==> src/hdl/ecf_pkg.sv <==
// ----------------------------------------------------------------------------
// ecf_pkg
// Shared types and codes for the earliest-completion-first send/wait unit.
// ----------------------------------------------------------------------------
package ecf_pkg;

    // path_case codes (code 3 is unused and handled like no path)
    localparam logic [1:0] PATH_NONE   = 2'd0;
    localparam logic [1:0] PATH_SAME   = 2'd1;
    localparam logic [1:0] PATH_DIFF   = 2'd2;
    localparam logic [1:0] PATH_UNUSED = 2'd3;

    // configuration register map
    localparam int unsigned PADDR_W  = 3;
    localparam logic        REG_BETA = 1'b0;
    localparam logic [7:0]  BETA_RESET = 8'd4;

    typedef enum logic [1:0] {
        DEC_NONE      = 2'd0,
        DEC_SEND_FAST = 2'd1,
        DEC_SEND_SLOW = 2'd2,
        DEC_WAIT      = 2'd3
    } decision_t;

    typedef struct packed {
        logic [1:0]  path_case;
        logic [15:0] seg_size;
        logic [31:0] meta_queued_bytes;
        logic [31:0] sub_queued_bytes;
        logic [31:0] meta_packets_out;
        logic [31:0] sub_inflight_pkts;
        logic [15:0] fast_window;
        logic [31:0] fast_rtt;
        logic [31:0] fast_rtt_var;
        logic [15:0] slow_window;
        logic [31:0] slow_rtt;
        logic [31:0] slow_rtt_var;
    } item_t;

    typedef struct packed {
        logic [1:0] decision;
        logic       margin_after;
    } result_t;

    typedef enum logic [2:0] {
        ST_IDLE,
        ST_MUL,
        ST_BACK,
        ST_SEL,
        ST_PROD,
        ST_WGT,
        ST_DEC
    } state_t;

    // controller to datapath
    typedef struct packed {
        logic load;
        logic direct;
        logic mul_en;
        logic back_en;
        logic sel_en;
        logic prod_en;
        logic wgt_en;
        logic dec_en;
    } cmd_t;

    // datapath to controller
    typedef struct packed {
        logic out_busy;
        logic need_calc;
    } status_t;

endpackage

==> src/hdl/ecf_ctrl.sv <==
// ----------------------------------------------------------------------------
// ecf_ctrl
// Sequencer that steps one item through the datapath stages.
// ----------------------------------------------------------------------------
module ecf_ctrl
    import ecf_pkg::*;
(
    input  logic    clk,
    input  logic    rst_n,
    input  logic    item_valid,
    output logic    item_ready,
    input  logic    result_ready,
    input  status_t status,
    output cmd_t    cmd
);

    state_t state_reg;
    state_t state_next;
    logic   accept;

    assign item_ready = (state_reg == ST_IDLE) && (!status.out_busy || result_ready);
    assign accept     = item_valid && item_ready;

    always_ff @(posedge clk or negedge rst_n)
    begin
        if (!rst_n)
        begin
            state_reg <= ST_IDLE;
        end
        else
        begin
            state_reg <= state_next;
        end
    end

    // next state
    always_comb
    begin
        state_next = state_reg;
        unique case (state_reg)
            ST_IDLE:
            begin
                if (accept && status.need_calc)
                begin
                    state_next = ST_MUL;
                end
            end
            ST_MUL:  state_next = ST_BACK;
            ST_BACK: state_next = ST_SEL;
            ST_SEL:  state_next = ST_PROD;
            ST_PROD: state_next = ST_WGT;
            ST_WGT:  state_next = ST_DEC;
            ST_DEC:  state_next = ST_IDLE;
            default: state_next = ST_IDLE;
        endcase
    end

    // outputs
    always_comb
    begin
        cmd        = '0;
        cmd.load   = accept;
        cmd.direct = accept && !status.need_calc;
        unique case (state_reg)
            ST_IDLE: ;
            ST_MUL:  cmd.mul_en  = 1'b1;
            ST_BACK: cmd.back_en = 1'b1;
            ST_SEL:  cmd.sel_en  = 1'b1;
            ST_PROD: cmd.prod_en = 1'b1;
            ST_WGT:  cmd.wgt_en  = 1'b1;
            ST_DEC:  cmd.dec_en  = 1'b1;
            default: ;
        endcase
    end

endmodule

==> config.mk <==
export PLATFORM = sky130hd
export DESIGN_NAME = ecf_ctrl
export DESIGN_NICKNAME = d
export VERILOG_FILES = /design/src/hdl/ecf_pkg.sv /design/src/hdl/ecf_ctrl.sv
export SDC_FILE = /design/constraint.sdc
export NUM_CORES = 1
export LEC_CHECK = 0
export CAP_MARGIN = 10
export CORE_AREA = 2 2 39 41
export CTS_CLUSTER_SIZE = 16
export DETAILED_ROUTE_END_ITERATION = 7
export DIE_AREA = 0 0 41 43
export DONT_BUFFER_PORTS = 1
export PLACE_DENSITY = 0.34
export SYNTH_ARGS = -nofsm -noshare
export SYNTH_HDL_FRONTEND = slang
export SYNTH_SLANG_ARGS = --single-unit
==> constraint.sdc <==
create_clock -name clk -period 1.45 [get_ports clk]
set_clock_uncertainty 0.2 [all_clocks]
set_input_delay 0.145 -clock clk [delete_from_list [all_inputs] [get_ports clk]]
set_output_delay 0.145 -clock clk [all_outputs]
set_load 0.03 [all_outputs]
Word-level counts from Yosys, hierarchy flattened
Cells that the tools add are included.
Word-level totals
  word-level logic and storage cells: 24
  memories: 0
  output and inout bits: 9
  input bits: 6
  register bits after elaboration: 3
  bits in read-only memories: 0
  latch bits: 0
  RAM bits: 0
Cells by class
  bitwise logic cells: 0
  multipliers: 0
  magnitude comparators: 0
  shift-type cells: 0
  muxes and demuxes: 8
  divide/modulo/power cells: 0
  $add $sub $neg: 0
  equality and inequality tests: 7
  reductions and logical operators: 8
Operators with widths (number)
  $pmux W3 S6: 1
  $eq A3 B3 Y1 const B: 3
  $eq A3 B2 Y1 const B: 2
  $mux W1: 6
  $logic_and A1 B1 Y1: 4
  $eq A3 B1 Y1 const B: 1
  $logic_not A3 Y1: 1
  $mux W3: 1
  $logic_not A1 Y1: 2
  $ne A2 B1 Y1 const B: 1
  $logic_or A1 B1 Y1: 1

Longest topological paths before layout
  depth after elaboration: 7
  mapped depth: 4
  gate-level depth less buffers: 3

Least setup slack after synthesis
OpenSTA, ideal clock, no wires.
  path type: reg-to-output
  start: register state_reg[0]
  end: output cmd[6] (netlist name)
  cell stages (with the launch flop): 4
  buffers on the path: 1
  data required time: 1.105 ns
  arrival: 1.420 ns
  setup slack: -0.315 ns
  cell sequence: dfrtp_1 > buf_4 > nor4_4 > and3b_1
RTL lines
  from (decl): RTL line ecf_ctrl.sv:17  | state_t state_reg;
  from (signal assigned): RTL line ecf_ctrl.sv:32  | state_reg <= state_next;
  to (decl): RTL line ecf_ctrl.sv:14  | output cmd_t cmd

==> impl_results.md <==
* Post-layout utilization of the core at about 34%
* Die Width at approximately 40 µm
* Maximum number of pins on one net before global-route repair at 10
* Hold Path Stages at 3
* Cell area after technology mapping at ~230 µm²
* Run status: complete, but fails checks
* Post-synth EDFFs at 0
* Crit Path Category: flip-flop to primary output
* Leak pwr at 0.2152 nW
* Mean instance size in the synthesized netlist at approximately 9.5 µm²
* Portion of total power attributed to sequential cells at 15.3%
* Total routing usage reported by global routing at under 10%
* Cell Chain, Critical Path: nor4_4, and3b_2
* Clock tree from TritonCTS: yes
* Share of synthesized flip-flops with an asynchronous set or reset at 100.0%
* YS warnings at 0
* Worst hold-check slack at between 0.04 and 0.05 ns
* Initial Util at 16.46%
* Post-Syn Nets at 30
* Violations in the final reports: negative setup slack
* DR vias at about 240
* Non-filler cells, final at 60
* Psw at between 0.4 and 0.5 mW
* Worst R2R Path Depth at 3
* Total count of hold-check failures in the final report at 0
* Antenna diodes at 0
* Switching power share of the total at between 40% and 50%
* Max stage delay on crit path at just under 0.4 ns
* Clock transition at the register clock pins on the worst setup and hold paths after CTS at 0.04 ns
* Routability cong. at 0.6483
* Crit path capture type: primary output
* Core box area at between 0.001 and 0.0015 mm²
* Commonest register cell after synthesis: sky130_fd_sc_hd__dfrtp_1
* Yosys reg bits at 3
* Actual slew at the worst max-slew pin at 0.2901 ns
* Number of max-cap violations at 0
* Area of the multi-input gates at ~160 µm²
* Cells after DPL at 47
* Initial antenna violation count at 0
* Die height at 43 µm
* Final cycle utilization of the critical path at 111.2%
* Fraction of layout instances using a drive strength above 1 at between 60 and 70%
* Total area of sequential cells at roughly 76 µm²
* Startpoint type of the worst setup path: flip-flop
* Yosys cell types at 17
* Combinational fraction of design power at a little under three quarters
* PwrDens at roughly 2400 mW/mm²
* Area of the die at roughly 0.0018 mm²
* Top cell type's share of synthesized area at 32.97%
* First-pass GRT wire length at approximately 1 mm
* Vias in the first global route at about 240
* Clk sink count at 3
* Share of power burned in the clock network at between 10% and 20%
* Routed via count divided by cell count at approximately 4.1
* Number of fill cells in the layout at between 100 and 150
* Synthesized instance count at 24
* Nets at 51
* Setup repair after global routing missed its margin: true
* Sequential cell area fraction in the yosys report at 32.97%
* Number of design rule violations left after detail routing at 0
* Most area-consuming cells after synthesis: sky130_fd_sc_hd__dfrtp_1 (33%), sky130_fd_sc_hd__nor3b_1 (9.9%), sky130_fd_sc_hd__nor4_4 (9.3%), sky130_fd_sc_hd__buf_4 (6.6%), sky130_fd_sc_hd__nor3_2 (4.4%)
* Max Slew Vio Count at 0
* Cell internal power dissipation at 0.6154 mW
* Summed area of non-filler cells in the final layout at roughly 460 µm²
* Total CTS buffers at 3
* Maximum root-to-sink buffer count at 2
* Number of flip-flops under the largest register name at 3
* Area after DPL at roughly 320 µm²
* Number of buffers added on ports at 0
* Area Growth Syn to Fin at 103.8%
* Worst-case register-to-register setup slack at around 0.12 ns
* Number of cell rows at 14
* WL final at 601 µm
* Timing-limited maximum frequency at 620.1 MHz
* Num ports at 15
* Pre-CTS setup slack at 0.05754 ns
* PnR worst setup slack at -0.1627 ns
* CTS Root Buffer Type: sky130_fd_sc_hd__clkbuf_4
* Worst Hold Class: input port to flip-flop
* Max Fanout on Critical Path at 3
* Cell with the biggest individual delay on the critical path: sky130_fd_sc_hd__dfrtp_1
* Most area-hungry cell type in the Yosys netlist: sky130_fd_sc_hd__dfrtp_1
* Global route total overflow at 0
* Post-route ant nets at 0
* Number of failing setup endpoints in the final timing report at 8
* Worst supply voltage drop on vdd at about 0.8 mV
* Data arrival, critical path at 1.27 ns
* Shortest period the worst path allows at about 1.6 ns
* WL per Instance at 10.02 µm
* Commonest cells in the netlist: sky130_fd_sc_hd__dfrtp_1 (3), sky130_fd_sc_hd__nor3b_1 (3), sky130_fd_sc_hd__buf_4 (2), sky130_fd_sc_hd__nand2_1 (2), sky130_fd_sc_hd__nor2_1 (2)
* Design Power at about 1.1 mW
* First DRT Iteration DRCs at 0
* Total Neg Setup Slack at -0.5548 ns
* Required time worst endpoint at ~1.1 ns
* Router iterations before antenna repair at 1
* Relative slew slack at approximately 81%
* Insertion delay to the later sink of the worst-skew pair at about 0.23 ns
* H-Tree Depth at 1
area by class of cell:
cell class | count | area share (%)
Clock buffer | 4 | 5.660
Inverter | 1 | 1.887
Multi-Input combinational cell | 17 | 33.96
Sequential cell | 3 | 16.44
Tap cell | 16 | 4.313
Timing Repair Buffer | 19 | 37.74
critical path: cells and delay by family (launching register included):
family           cells  cell delay, ns
flip-flops           1            0.39
AND/OR/NAND/NOR      2            0.64
power by group through the flow:
| stage | clock (mW) | combinational [mW] | sequential, mW |
|---|---|---|---|
| floorplan | 0 | 0.446 | 0.162 |
| global placement | 0 | 0.580 | 0.166 |
| detailed placement | 0 | 0.585 | 0.166 |
| CTS | 0.150 | 0.803 | 0.169 |
| global route | 0.156 | 0.840 | 0.173 |
| finish | 0.143 | 0.787 | 0.168 |
layout by cell type, fill, tap and decap left out, drive strengths merged:
cell	instances
a21o	2
a21oi	1
and2	1
and3	1
and3b	1
buf	15
clkbuf	4
dfrtp	3
dlygate4sd3	4
inv	1
nand2	2
nor2	2
nor2b	1
nor3	1
nor3b	3
nor4	1
o31a	1
metal layers:
metal  track usage, %  up-vias  wire [µm]
li1                 -      123          -
met1            10.68      113        243
met2            12.81        8        328
met3                0        0         29
met4            8.000        0          0
met5                0        -          0
kinds of logic (layout without fill, tap and decap cells):
| kind of cell | Yosys count | after routing | share of synthesized area, % |
|---|---|---|---|
| AO/OA/AOI/OAI | 4 | 4 | 13.74 |
| buffers and inverters | 4 | 24 | 10.43 |
| flip-flops | 3 | 3 | 32.97 |
| AND/OR/NAND/NOR | 13 | 13 | 42.86 |
worst paths after layout:
kind,startpoint,end
worst max-delay path,state_reg[0],cmd[6]
worst min-delay path,result_ready,state_reg[0]
worst max register to register,state_reg[1],state_reg[0]
worst min register to register,state_reg[2],state_reg[0]
max in group asynchronous,rst_n,state_reg[1]
min in group asynchronous,rst_n,state_reg[2]
what timing repair did:
| item | in CTS | in global routing |
|---|---|---|
| gates resized for setup | 13 | 0 |
| pin swaps | 5 | 2 |
| setup buffers | 5 | 1 |
| endpoints found under the hold margin | 4 | 0 |
| setup endpoints to repair | 9 | 9 |
| hold buffers | 4 | 0 |
No activity file was read; power rests on OpenSTA's default activity.
